### src/hdl/kvp_pkg.sv
// ============================================================================
// kvp_pkg
// Shared types and constants for the inline key-value command parser.
// ============================================================================
package kvp_pkg;

    // Default longest command name that is still matched
    localparam int MAX_NAME_LENGTH_DEF = 6;

    // Entries in the queue between front and back
    localparam int QUEUE_DEPTH = 2;

    // Token count saturates here
    localparam logic [2:0] TOKEN_SAT = 3'd4;

    // Command codes
    typedef enum logic [2:0] {
        CMD_SET    = 3'd0,
        CMD_GET    = 3'd1,
        CMD_DEL    = 3'd2,
        CMD_EXISTS = 3'd3,
        CMD_EXPIRE = 3'd4,
        CMD_TTL    = 3'd5,
        CMD_SAVE   = 3'd6,
        CMD_QUIT   = 3'd7
    } t_cmd_code;

    // Verdict status
    typedef enum logic [2:0] {
        ST_OK         = 3'd0,
        ST_EMPTY      = 3'd1,
        ST_ARITY      = 3'd2,
        ST_BAD_EXPIRY = 3'd3,
        ST_UNKNOWN    = 3'd4
    } t_status;

    // Role of a byte as decided by the front end
    typedef enum logic [1:0] {
        KIND_NONE = 2'd0,
        KIND_NAME = 2'd1,
        KIND_ARG1 = 2'd2,
        KIND_ARG2 = 2'd3
    } t_byte_kind;

    // Queue entry: one classified byte and/or end of line
    typedef struct packed {
        t_byte_kind  kind;
        logic [7:0]  data;    // upper-cased for name bytes
        logic        eol;
        logic [2:0]  tokens;  // token count including this byte
    } t_cmd_item;

    // Command names, first character in the lowest byte, zero padded
    localparam logic [47:0] CMD_NAME [8] = '{
        48'h000000544553,   // SET
        48'h000000544547,   // GET
        48'h0000004C4544,   // DEL
        48'h535453495845,   // EXISTS
        48'h455249505845,   // EXPIRE
        48'h0000004C5454,   // TTL
        48'h000045564153,   // SAVE
        48'h000054495551    // QUIT
    };

    // Name lengths in characters
    localparam logic [2:0] CMD_LEN [8] = '{
        3'd3, 3'd3, 3'd3, 3'd6, 3'd6, 3'd3, 3'd4, 3'd4
    };

    // Required token count per command
    localparam logic [2:0] CMD_TOKENS [8] = '{
        3'd3, 3'd2, 3'd2, 3'd2, 3'd3, 3'd2, 3'd1, 3'd1
    };

endpackage

### src/hdl/kvp_ifs.sv
// ============================================================================
// kvp_in_if / kvp_out_if
// Valid/ready channels for command bytes in and parse results out.
// ============================================================================

// Command byte channel
interface kvp_in_if ();
    logic       valid;
    logic       ready;
    logic [7:0] line_byte;
    logic       byte_present;
    logic       end_of_line;

    modport source (output valid, line_byte, byte_present, end_of_line, input ready);
    modport sink   (input valid, line_byte, byte_present, end_of_line, output ready);
endinterface

// Result channel
interface kvp_out_if ();
    logic                 valid;
    logic                 ready;
    logic                 arg_valid;
    logic [7:0]           arg_byte;
    logic [1:0]           arg_number;
    logic                 verdict_valid;
    kvp_pkg::t_cmd_code   command_code;
    kvp_pkg::t_status     status;
    logic [62:0]          expiry_seconds;

    modport source (output valid, arg_valid, arg_byte, arg_number, verdict_valid,
                    command_code, status, expiry_seconds, input ready);
    modport sink   (input valid, arg_valid, arg_byte, arg_number, verdict_valid,
                    command_code, status, expiry_seconds, output ready);
endinterface

### src/hdl/inline_kv_command_parser.sv
// ============================================================================
// inline_kv_command_parser
// Byte-stream command line parser: tokenizer, queue, executor.
// ============================================================================
// Takes one command-line byte per cycle and never stalls on its own: a new
// byte is accepted every cycle while the two-entry queue between the
// tokenizer and the executor has room, so the rate is one item per cycle as
// long as results are taken. Spaces and bytes of surplus tokens are consumed
// by the tokenizer and never reach the queue. A result (argument byte and/or
// end-of-line verdict) passes through the queue and the executor's result
// register: its byte is written into the queue when it is accepted and
// loaded into the result register when the executor pops it. The executor
// parses the expiry with a shift-and-add decimal step and matches the command
// name against fixed tables combinationally at end of line.
// ============================================================================
module inline_kv_command_parser #(
    parameter int MAX_NAME_LENGTH = kvp_pkg::MAX_NAME_LENGTH_DEF
) (
    input  logic      i_clk,
    input  logic      i_rst_n,
    kvp_in_if.sink    i_cmd,
    kvp_out_if.source o_res
);

    logic               q_push;
    logic               q_full;
    logic               q_valid;
    logic               q_pop;
    kvp_pkg::t_cmd_item q_in_item;
    kvp_pkg::t_cmd_item q_out_item;

    // Tokenizer
    kvp_front u_front (
        .i_clk    (i_clk),
        .i_rst_n  (i_rst_n),
        .i_cmd    (i_cmd),
        .i_q_full (q_full),
        .o_push   (q_push),
        .o_item   (q_in_item)
    );

    // Decoupling queue
    kvp_queue u_queue (
        .i_clk   (i_clk),
        .i_rst_n (i_rst_n),
        .i_push  (q_push),
        .i_item  (q_in_item),
        .i_pop   (q_pop),
        .o_full  (q_full),
        .o_valid (q_valid),
        .o_item  (q_out_item)
    );

    // Executor and result register
    kvp_back #(
        .MAX_NAME_LENGTH (MAX_NAME_LENGTH)
    ) u_back (
        .i_clk   (i_clk),
        .i_rst_n (i_rst_n),
        .i_valid (q_valid),
        .i_item  (q_out_item),
        .o_pop   (q_pop),
        .o_res   (o_res)
    );

    // Queue is never written while full
    a_no_overflow: assert property (@(posedge i_clk) disable iff (!i_rst_n)
        q_push |-> !q_full)
        else $error("queue written while full");

    // Every result carries an argument byte or a verdict
    a_result_content: assert property (@(posedge i_clk) disable iff (!i_rst_n)
        o_res.valid |-> (o_res.arg_valid || o_res.verdict_valid))
        else $error("empty result transfer");

    // Argument bytes are tagged 1 or 2
    a_arg_number: assert property (@(posedge i_clk) disable iff (!i_rst_n)
        (o_res.valid && o_res.arg_valid) |->
            (o_res.arg_number == 2'd1 || o_res.arg_number == 2'd2))
        else $error("bad argument number");

    // A nonzero expiry only comes with an accepted EXPIRE
    a_expiry_only_ok: assert property (@(posedge i_clk) disable iff (!i_rst_n)
        (o_res.valid && o_res.expiry_seconds != 63'd0) |->
            (o_res.verdict_valid && o_res.command_code == kvp_pkg::CMD_EXPIRE &&
             o_res.status == kvp_pkg::ST_OK))
        else $error("expiry on a non-EXPIRE verdict");

endmodule

### src/hdl/kvp_front.sv
// ============================================================================
// kvp_front
// Tokenizer: tracks token boundaries, tags each byte with its role and
// forwards only bytes that matter (name, argument 1/2, end of line).
// ============================================================================
module kvp_front (
    input  logic                i_clk,
    input  logic                i_rst_n,
    kvp_in_if.sink              i_cmd,
    input  logic                i_q_full,
    output logic                o_push,
    output kvp_pkg::t_cmd_item  o_item
);

    logic [2:0] r_count, n_count;
    logic       r_inside, n_inside;
    logic       accept;
    logic       is_space;
    logic       is_lower;
    kvp_pkg::t_byte_kind kind;
    logic [7:0] data;

    assign i_cmd.ready = !i_q_full;
    assign accept      = i_cmd.valid && i_cmd.ready;

    // Character classes (C locale)
    assign is_space = (i_cmd.line_byte == 8'h20) ||
                      (i_cmd.line_byte >= 8'h09 && i_cmd.line_byte <= 8'h0D);
    assign is_lower = (i_cmd.line_byte >= 8'h61) && (i_cmd.line_byte <= 8'h7A);

    // Classify byte and advance token state
    always_comb begin
        n_count  = r_count;
        n_inside = r_inside;
        kind     = kvp_pkg::KIND_NONE;
        data     = i_cmd.line_byte;
        if (i_cmd.byte_present) begin
            if (is_space) begin
                n_inside = 1'b0;
            end else begin
                if (!r_inside) begin
                    n_inside = 1'b1;
                    if (r_count < kvp_pkg::TOKEN_SAT) begin
                        n_count = r_count + 3'd1;
                    end
                end
                case (n_count)
                    3'd1: begin
                        kind = kvp_pkg::KIND_NAME;
                        data = is_lower ? (i_cmd.line_byte - 8'd32) : i_cmd.line_byte;
                    end
                    3'd2:    kind = kvp_pkg::KIND_ARG1;
                    3'd3:    kind = kvp_pkg::KIND_ARG2;
                    default: kind = kvp_pkg::KIND_NONE;
                endcase
            end
        end
        o_item.kind   = kind;
        o_item.data   = data;
        o_item.eol    = i_cmd.end_of_line;
        o_item.tokens = n_count;
        o_push        = accept && (i_cmd.end_of_line || (kind != kvp_pkg::KIND_NONE));
        // Line done: start over
        if (i_cmd.end_of_line) begin
            n_count  = 3'd0;
            n_inside = 1'b0;
        end
    end

    // Token state registers
    always_ff @(posedge i_clk) begin
        if (!i_rst_n) begin
            r_count  <= 3'd0;
            r_inside <= 1'b0;
        end else if (accept) begin
            r_count  <= n_count;
            r_inside <= n_inside;
        end
    end

endmodule

### src/hdl/kvp_queue.sv
// ============================================================================
// kvp_queue
// Small FIFO of classified bytes between tokenizer and executor.
// ============================================================================
module kvp_queue (
    input  logic                i_clk,
    input  logic                i_rst_n,
    input  logic                i_push,
    input  kvp_pkg::t_cmd_item  i_item,
    input  logic                i_pop,
    output logic                o_full,
    output logic                o_valid,
    output kvp_pkg::t_cmd_item  o_item
);

    localparam int PTR_W = (kvp_pkg::QUEUE_DEPTH > 1) ? $clog2(kvp_pkg::QUEUE_DEPTH) : 1;
    localparam int CNT_W = $clog2(kvp_pkg::QUEUE_DEPTH + 1);

    kvp_pkg::t_cmd_item r_mem [kvp_pkg::QUEUE_DEPTH];
    logic [PTR_W-1:0]   r_wr_ptr, r_rd_ptr;
    logic [CNT_W-1:0]   r_count;
    logic               do_pop;

    assign o_full  = (r_count == CNT_W'(kvp_pkg::QUEUE_DEPTH));
    assign o_valid = (r_count != '0);
    assign o_item  = r_mem[r_rd_ptr];
    assign do_pop  = i_pop && o_valid;

    // Storage
    always_ff @(posedge i_clk) begin
        if (i_push) begin
            r_mem[r_wr_ptr] <= i_item;
        end
    end

    // Pointers and fill count
    always_ff @(posedge i_clk) begin
        if (!i_rst_n) begin
            r_wr_ptr <= '0;
            r_rd_ptr <= '0;
            r_count  <= '0;
        end else begin
            if (i_push) begin
                r_wr_ptr <= (r_wr_ptr == PTR_W'(kvp_pkg::QUEUE_DEPTH - 1)) ? '0
                            : r_wr_ptr + PTR_W'(1);
            end
            if (do_pop) begin
                r_rd_ptr <= (r_rd_ptr == PTR_W'(kvp_pkg::QUEUE_DEPTH - 1)) ? '0
                            : r_rd_ptr + PTR_W'(1);
            end
            if (i_push && !do_pop) begin
                r_count <= r_count + CNT_W'(1);
            end else if (!i_push && do_pop) begin
                r_count <= r_count - CNT_W'(1);
            end
        end
    end

endmodule

### src/hdl/kvp_back.sv
// ============================================================================
// kvp_back
// Executor: collects the command name, parses the expiry argument,
// forms the verdict at end of line and holds the result register.
// ============================================================================
module kvp_back #(
    parameter int MAX_NAME_LENGTH = kvp_pkg::MAX_NAME_LENGTH_DEF
) (
    input  logic                i_clk,
    input  logic                i_rst_n,
    input  logic                i_valid,
    input  kvp_pkg::t_cmd_item  i_item,
    output logic                o_pop,
    kvp_out_if.source           o_res
);

    localparam int NAME_BITS = MAX_NAME_LENGTH * 8;
    localparam int LEN_W     = $clog2(MAX_NAME_LENGTH + 2);

    // Line state
    logic [NAME_BITS-1:0] r_name, n_name;
    logic [LEN_W-1:0]     r_len, n_len;
    logic [62:0]          r_num, n_num;
    logic                 r_neg, n_neg;
    logic                 r_has_digit, n_has_digit;
    logic                 r_bad, n_bad;

    // Result register
    logic                 r_out_valid;
    logic                 r_arg_valid, n_arg_valid;
    logic [7:0]           r_arg_byte, n_arg_byte;
    logic [1:0]           r_arg_number, n_arg_number;
    logic                 r_verdict, n_verdict;
    kvp_pkg::t_cmd_code   r_code, n_code;
    kvp_pkg::t_status     r_status, n_status;
    logic [62:0]          r_expiry, n_expiry;

    logic        produces;
    logic        load;
    logic        is_arg;
    logic [66:0] num_sum;
    logic [63:0] name_ext;
    logic        found;
    logic [2:0]  hit_idx;

    assign is_arg   = (i_item.kind == kvp_pkg::KIND_ARG1) || (i_item.kind == kvp_pkg::KIND_ARG2);
    assign produces = i_item.eol || is_arg;
    assign o_pop    = i_valid && (!produces || !r_out_valid || o_res.ready);
    assign load     = o_pop && produces;

    // Decimal accumulate: value * 10 + digit, wide enough to see overflow
    assign num_sum = ({4'b0, r_num} << 3) + ({4'b0, r_num} << 1) + 67'(i_item.data[3:0]);

    // Per-item update and verdict
    always_comb begin
        n_name      = r_name;
        n_len       = r_len;
        n_num       = r_num;
        n_neg       = r_neg;
        n_has_digit = r_has_digit;
        n_bad       = r_bad;

        // Command name bytes
        if (i_item.kind == kvp_pkg::KIND_NAME) begin
            if (r_len < LEN_W'(MAX_NAME_LENGTH)) begin
                for (int j = 0; j < MAX_NAME_LENGTH; j++) begin
                    if (r_len == LEN_W'(j)) begin
                        n_name[j*8 +: 8] = i_item.data;
                    end
                end
                n_len = r_len + LEN_W'(1);
            end else begin
                n_len = LEN_W'(MAX_NAME_LENGTH + 1);
            end
        end

        // Expiry argument bytes
        if (i_item.kind == kvp_pkg::KIND_ARG2 && !r_bad) begin
            if (i_item.data == 8'h2D) begin
                if (r_neg || r_has_digit) begin
                    n_bad = 1'b1;
                end else begin
                    n_neg = 1'b1;
                end
            end else if (i_item.data >= 8'h30 && i_item.data <= 8'h39) begin
                if (num_sum[66:63] != 4'd0) begin
                    n_bad = 1'b1;
                end else begin
                    n_num = num_sum[62:0];
                end
                n_has_digit = 1'b1;
            end else begin
                n_bad = 1'b1;
            end
        end

        // Name lookup; names are zero padded past their length
        name_ext = 64'(n_name);
        found    = 1'b0;
        hit_idx  = 3'd0;
        for (int k = 0; k < 8; k++) begin
            if (!found && (32'(kvp_pkg::CMD_LEN[k]) <= MAX_NAME_LENGTH) &&
                (n_len == LEN_W'(kvp_pkg::CMD_LEN[k])) &&
                (name_ext[47:0] == kvp_pkg::CMD_NAME[k])) begin
                found   = 1'b1;
                hit_idx = 3'(k);
            end
        end

        // Result fields
        n_arg_valid  = is_arg;
        n_arg_byte   = is_arg ? i_item.data : 8'd0;
        n_arg_number = (i_item.kind == kvp_pkg::KIND_ARG1) ? 2'd1 :
                       (i_item.kind == kvp_pkg::KIND_ARG2) ? 2'd2 : 2'd0;
        n_verdict    = i_item.eol;
        n_code       = kvp_pkg::CMD_SET;
        n_status     = kvp_pkg::ST_OK;
        n_expiry     = 63'd0;
        if (i_item.eol) begin
            if (i_item.tokens == 3'd0) begin
                n_status = kvp_pkg::ST_EMPTY;
            end else if (!found) begin
                n_status = kvp_pkg::ST_UNKNOWN;
            end else begin
                n_code = kvp_pkg::t_cmd_code'(hit_idx);
                if (i_item.tokens != kvp_pkg::CMD_TOKENS[hit_idx]) begin
                    n_status = kvp_pkg::ST_ARITY;
                end else if (n_code == kvp_pkg::CMD_EXPIRE) begin
                    if (!n_has_digit || n_bad || (n_neg && n_num != 63'd0)) begin
                        n_status = kvp_pkg::ST_BAD_EXPIRY;
                    end else begin
                        n_expiry = n_num;
                    end
                end
            end
            // Clear line state for the next line
            n_name      = '0;
            n_len       = '0;
            n_num       = '0;
            n_neg       = 1'b0;
            n_has_digit = 1'b0;
            n_bad       = 1'b0;
        end
    end

    // Line state registers
    always_ff @(posedge i_clk) begin
        if (!i_rst_n) begin
            r_name      <= '0;
            r_len       <= '0;
            r_num       <= '0;
            r_neg       <= 1'b0;
            r_has_digit <= 1'b0;
            r_bad       <= 1'b0;
        end else if (o_pop) begin
            r_name      <= n_name;
            r_len       <= n_len;
            r_num       <= n_num;
            r_neg       <= n_neg;
            r_has_digit <= n_has_digit;
            r_bad       <= n_bad;
        end
    end

    // Result valid
    always_ff @(posedge i_clk) begin
        if (!i_rst_n) begin
            r_out_valid <= 1'b0;
        end else if (load) begin
            r_out_valid <= 1'b1;
        end else if (o_res.ready) begin
            r_out_valid <= 1'b0;
        end
    end

    // Result payload
    always_ff @(posedge i_clk) begin
        if (load) begin
            r_arg_valid  <= n_arg_valid;
            r_arg_byte   <= n_arg_byte;
            r_arg_number <= n_arg_number;
            r_verdict    <= n_verdict;
            r_code       <= n_code;
            r_status     <= n_status;
            r_expiry     <= n_expiry;
        end
    end

    assign o_res.valid          = r_out_valid;
    assign o_res.arg_valid      = r_arg_valid;
    assign o_res.arg_byte       = r_arg_byte;
    assign o_res.arg_number     = r_arg_number;
    assign o_res.verdict_valid  = r_verdict;
    assign o_res.command_code   = r_code;
    assign o_res.status         = r_status;
    assign o_res.expiry_seconds = r_expiry;

endmodule
### src/flat_wrapper.sv
// flat-port wrapper written by rule: the top's interface ports become plain ports
module inline_kv_command_parser_flat 
#(
    parameter int MAX_NAME_LENGTH = kvp_pkg::MAX_NAME_LENGTH_DEF
)
  (i_clk, i_rst_n, i_cmd_valid, i_cmd_line_byte, i_cmd_byte_present, i_cmd_end_of_line, i_cmd_ready, o_res_valid, o_res_arg_valid, o_res_arg_byte, o_res_arg_number, o_res_verdict_valid, o_res_command_code, o_res_status, o_res_expiry_seconds, o_res_ready);
  kvp_in_if i_cmd_i ();
  kvp_out_if o_res_i ();
  input  logic i_clk;
  input  logic i_rst_n;
  input wire logic [$bits(i_cmd_i.valid)-1:0] i_cmd_valid;
  input wire logic [$bits(i_cmd_i.line_byte)-1:0] i_cmd_line_byte;
  input wire logic [$bits(i_cmd_i.byte_present)-1:0] i_cmd_byte_present;
  input wire logic [$bits(i_cmd_i.end_of_line)-1:0] i_cmd_end_of_line;
  output wire logic [$bits(i_cmd_i.ready)-1:0] i_cmd_ready;
  output wire logic [$bits(o_res_i.valid)-1:0] o_res_valid;
  output wire logic [$bits(o_res_i.arg_valid)-1:0] o_res_arg_valid;
  output wire logic [$bits(o_res_i.arg_byte)-1:0] o_res_arg_byte;
  output wire logic [$bits(o_res_i.arg_number)-1:0] o_res_arg_number;
  output wire logic [$bits(o_res_i.verdict_valid)-1:0] o_res_verdict_valid;
  output wire logic [$bits(o_res_i.command_code)-1:0] o_res_command_code;
  output wire logic [$bits(o_res_i.status)-1:0] o_res_status;
  output wire logic [$bits(o_res_i.expiry_seconds)-1:0] o_res_expiry_seconds;
  input wire logic [$bits(o_res_i.ready)-1:0] o_res_ready;
  assign i_cmd_i.valid = i_cmd_valid;
  assign i_cmd_i.line_byte = i_cmd_line_byte;
  assign i_cmd_i.byte_present = i_cmd_byte_present;
  assign i_cmd_i.end_of_line = i_cmd_end_of_line;
  assign i_cmd_ready = i_cmd_i.ready;
  assign o_res_valid = o_res_i.valid;
  assign o_res_arg_valid = o_res_i.arg_valid;
  assign o_res_arg_byte = o_res_i.arg_byte;
  assign o_res_arg_number = o_res_i.arg_number;
  assign o_res_verdict_valid = o_res_i.verdict_valid;
  assign o_res_command_code = o_res_i.command_code;
  assign o_res_status = o_res_i.status;
  assign o_res_expiry_seconds = o_res_i.expiry_seconds;
  assign o_res_i.ready = o_res_ready;
  inline_kv_command_parser #(.MAX_NAME_LENGTH(MAX_NAME_LENGTH)) u_core (.i_clk(i_clk), .i_rst_n(i_rst_n), .i_cmd(i_cmd_i), .o_res(o_res_i));
endmodule
### config.mk
export PLATFORM = sky130hd
export DESIGN_NAME = inline_kv_command_parser_flat
export DESIGN_NICKNAME = d
export VERILOG_FILES = /design/src/hdl/kvp_pkg.sv /design/src/hdl/kvp_ifs.sv /design/src/hdl/inline_kv_command_parser.sv /design/src/hdl/kvp_front.sv /design/src/hdl/kvp_queue.sv /design/src/hdl/kvp_back.sv /design/src/flat_wrapper.sv
export SDC_FILE = /design/constraint.sdc
export NUM_CORES = 1
export LEC_CHECK = 0
export BUFFER_PORTS_ARGS = -buffer_cell sky130_fd_sc_hd__buf_2
export CAP_MARGIN = 10
export CORE_ASPECT_RATIO = 0.75
export CORE_MARGIN = 2
export CORE_UTILIZATION = 45
export CTS_CLUSTER_DIAMETER = 120
export DETAILED_ROUTE_END_ITERATION = 6
export GPL_TIMING_DRIVEN = 0
export PLACE_DENSITY = 0.66
export RECOVER_POWER = 100
export SLEW_MARGIN = 10
export SYNTH_ARGS = -nofsm -noshare
export SYNTH_HDL_FRONTEND = slang
export SYNTH_HIERARCHICAL = 1
export SYNTH_SLANG_ARGS = --single-unit
export TNS_END_PERCENT = 5
### constraint.sdc
create_clock -name i_clk -period 8.4 [get_ports i_clk]
set_input_delay 0.42 -clock i_clk [delete_from_list [all_inputs] [get_ports i_clk]]
set_output_delay 0.42 -clock i_clk [all_outputs]
set_load 0.05 [all_outputs]
==> impl_metrics.json <==
{
  "status": "finished, violations left",
  "violations": "capacitance limit, slew limit",
  "switchingPower_mw": 1.846,
  "drv_cap": 1,
  "num_rows": 61,
  "drtIter0Drc": 1674,
  "relSlewSlack_pct": -9.761,
  "insertion_delay_ns": 0.58,
  "vias": 15742,
  "die_x_um": 229.5,
  "rsz0062_at_grt": "false",
  "fin_crit_sh_pct": 92.47,
  "overflow": 0,
  "max_freq_mhz": 128.7,
  "crit_chain": "clkbuf_1, mux2_2, fa_1, fa_1, a21o_1, a221oi_2, or3b_1, a211oi_1, o311ai_0, o211ai_1, mux2i_1, and4b_1, buf_2, clkbuf_1, clkbuf_1, mux2i_1, nor2_1",
  "antenna_found_initial": 2,
  "synth.avg_cell_area_um2": 9.020,
  "setup_viol": 0,
  "required_ns": 8.71,
  "p_leak_nw": 7.108,
  "start_kind": "register",
  "grt_pass1_vias": 14941,
  "fillCellCount": 3605,
  "crit_path_top_delay_cell": "clkbuf_1",
  "cts_sinks": 236,
  "fin_skew_ns": 0.01205,
  "coreArea_um2": 37320,
  "worst_pin_slew_ns": 1.646,
  "hold_path.class": "input pin to register",
  "combinationalPowerShare_pct": 34.9,
  "final_common_cell": "clkbuf_1",
  "p_int_mw": 2.445,
  "detail-route-antenna-nets": 0,
  "finalSetupTns_ns": 0,
  "cts_tree": "done",
  "seq_area_um2": 5816,
  "yosysWarnings": 6,
  "fin_crit_ns": 7.767,
  "syn_area_um2": 17170,
  "firstDrtPassIters": 6,
  "critical_path.endpoint_type": "register",
  "ys_async_sr_fraction_pct": 0,
  "holdBufCountCts": 0,
  "cts_buffers": 26,
  "clk_pin_slew_ns": 0.06,
  "synth-seq-area-share_pct": 33.88,
  "hold_viol_final": 0,
  "path_common_cell": "clkbuf_1",
  "layout-drive-gt1-share_pct": 7.854,
  "ys.flop_type": "dfxtp_1",
  "ios": 97,
  "start_util_pct": 45.99,
  "synth-edff-count": 109,
  "wl_um": 58780,
  "htreeDepth": 1,
  "gp_congestion": 0.9588,
  "multi_input_area_um2": 10630,
  "crit_path_max_incr_delay_ns": 0.96,
  "path_max_fanout": 10,
  "die_area_um2": 39740,
  "area_delta_synth_final_pct": 10.63,
  "ys_seq_elements": 236,
  "fin_nets": 2180,
  "port_buffers": 96,
  "grt_max_degree": 30,
  "post-route-util_pct": 50.88,
  "clock_path_buffers": 3,
  "grt_pass1_wl_um": 89800,
  "power_density_nw_per_um2": 225.9,
  "p_seq_share_pct": 35.6,
  "cts-root-buf": "clkbuf_16",
  "dp_hpwl_um": 45560,
  "ir_drop_v": 0.0001466,
  "most-common-layout-cells": "clkbuf_1, nand2_1, ha_1",
  "postSynthCellCount": 1903,
  "synth_cell_types": 97,
  "post-route-drc-count": 0,
  "grt_use_total_pct": 28.98,
  "ctsResizeCount": 0,
  "wire_per_inst_um": 23.01,
  "synth_fp_nets": 2053,
  "path_class": "register to register",
  "vias_per_cell": 6.161,
  "cp_data_arrival_time_ns": 8.08,
  "swShare_pct": 43.02,
  "post_cts_buffers": 0,
  "p_clk_share_pct": 29.5,
  "dieHeight_um": 173.1,
  "drv_slew": 30
}
==> flip-flops by register name, indices dropped and copies added, names as in the netlist, named ones only <==
signal	count
u_core/u_queue/r_mem	28
u_core/u_back/o_res.expiry_seconds	63
u_core/u_back/r_num	63
u_core/u_back/r_len	3
u_core/u_back/o_res.valid	1
u_core/u_front/r_inside	1
u_core/u_back/o_res.command_code	3
u_core/u_back/o_res.arg_number	2
u_core/u_back/r_bad	1
u_core/u_back/r_name	48
u_core/u_back/o_res.status	3
u_core/u_queue/r_wr_ptr	1
u_core/u_queue/r_rd_ptr	1
u_core/u_back/o_res.arg_byte	8
u_core/u_back/r_neg	1
u_core/u_front/r_count	3
u_core/u_back/r_has_digit	1
u_core/u_back/o_res.arg_valid	1
u_core/u_queue/r_count	2
u_core/u_back/o_res.verdict_valid	1
==> metrics by stage <==
| stage | setup slack (ns) | cell area (µm²) | hold slack, ns | total power [mW] | cells |
|---|---|---|---|---|---|
| global placement | 0.3164 | 18280 | 0.4867 | 3.100 | 2503 |
| CTS | 0.9466 | 19300 | 0.1436 | 4.400 | 2554 |
| global route | 0.3383 | 18990 | 0.1844 | 4.448 | 2554 |
| detailed placement | 1.000 | 18370 | 0.5019 | 3.131 | 2506 |
| floorplan | 2.800 | 17170 | 0.4643 | 2.642 | 1903 |
| finish | 0.6328 | 18990 | 0.1858 | 4.290 | 2555 |
==> path summary, 6_finish.rpt <==
| path | from | cells past startpoint | slack, ns | endpoint |
|---|---|---|---|---|
| setup reg to reg | register | 17 | 0.63 | u_core/u_back/o_res.expiry_seconds[29] |
| hold reg to reg | u_core/u_back/r_name[32] | 2 | 0.53 | u_core/u_back/r_name[32] |
| hold / removal | i_rst_n | 2 | 0.19 | u_core/u_queue/r_wr_ptr |
| setup / recovery | register | 17 | 0.63 | u_core/u_back/o_res.expiry_seconds[29] |
==> cells in the mapped netlist, types with 7 or more instances <==
library cell | number | share of area [%]
clkbuf_1 | 68 | 1.5
o21ai_0 | 86 | 2.5
a21oi_2 | 12 | 0.61
nand3b_1 | 7 | 0.31
a311oi_1 | 8 | 0.41
a31oi_1 | 9 | 0.33
or3_1 | 21 | 0.77
and2_1 | 37 | 1.3
mux2_2 | 54 | 3.5
nor2b_1 | 127 | 4.6
dfxtp_1 | 127 | 15
nand4_1 | 38 | 1.4
mux2i_1 | 37 | 2.2
o21a_1 | 9 | 0.39
inv_1 | 30 | 0.66
ha_1 | 134 | 9.8
buf_6 | 7 | 0.46
o21ai_1 | 11 | 0.32
xor2_1 | 19 | 0.97
a22oi_1 | 109 | 4.8
o211ai_1 | 17 | 0.74
and4_1 | 7 | 0.36
edfxtp_1 | 109 | 19
nor3b_1 | 7 | 0.31
a21o_1 | 31 | 1.4
or4_1 | 11 | 0.48
nor3_1 | 41 | 1.2
nor2_1 | 126 | 2.8
and3_1 | 18 | 0.66
a21boi_0 | 7 | 0.31
nor2b_2 | 29 | 1.5
nor4_1 | 35 | 1.3
a211oi_1 | 11 | 0.48
nand2_1 | 151 | 3.3
nand2b_1 | 9 | 0.33
o21bai_1 | 7 | 0.31
buf_2 | 24 | 0.70
xnor2_1 | 28 | 1.4
a21oi_1 | 98 | 2.9
nand3_1 | 49 | 1.4
nor4b_1 | 8 | 0.41
==> layer usage <==
layer  vias to the layer above  part of all wire, %  GRT usage [%]
li1                       7440                    -              -
met1                      7570                   46          41.73
met2                       626                   42          42.94
met3                       106                  8.1          6.283
met4                         0                  3.3          9.334
met5                         -                    0              0
==> logic make-up after synthesis <==
group                    synth area share (%)
XOR/XNOR                                2.398
adder cells (fa/ha/maj)                 10.00
flip-flops                              33.88
buffers and inverters                   3.725
AO/OA/AOI/OAI                           19.58
multiplexers                            5.788
AND/OR/NAND/NOR                         24.63
==> critical path, delay by kind of cell, from the launching register on <==
family / cells / cell delay, ns
buffers and inverters: 4 / 2.26
AOI/OAI and AO/OA: 5 / 1.58
muxes: 3 / 1.43
adders and majority gates: 2 / 0.92
and+or+nand+nor: 3 / 0.84
DFF: 1 / 0.44
==> final cells by class <==
type	instances	share of cell area, %
multi-input cells	1525	55.97
flip-flops and latches	236	30.63
clock buffers	31	3.630
well taps	504	3.321
plain buffers	112	2.537
repair buffers	99	2.003
clock inverters	17	1.305
inverters	30	0.5930
diodes	1	0.01318
==> power by group through the flow <==
stage               sequential [mW]  clock, mW  combinational, mW
floorplan                      2.13          0              0.508
global placement               1.58          0               1.52
detailed placement             1.54          0               1.59
CTS                            1.52       1.29               1.59
global route                   1.55       1.34               1.56
finish                         1.53       1.27               1.50
(Power assumes the default switching activity.)
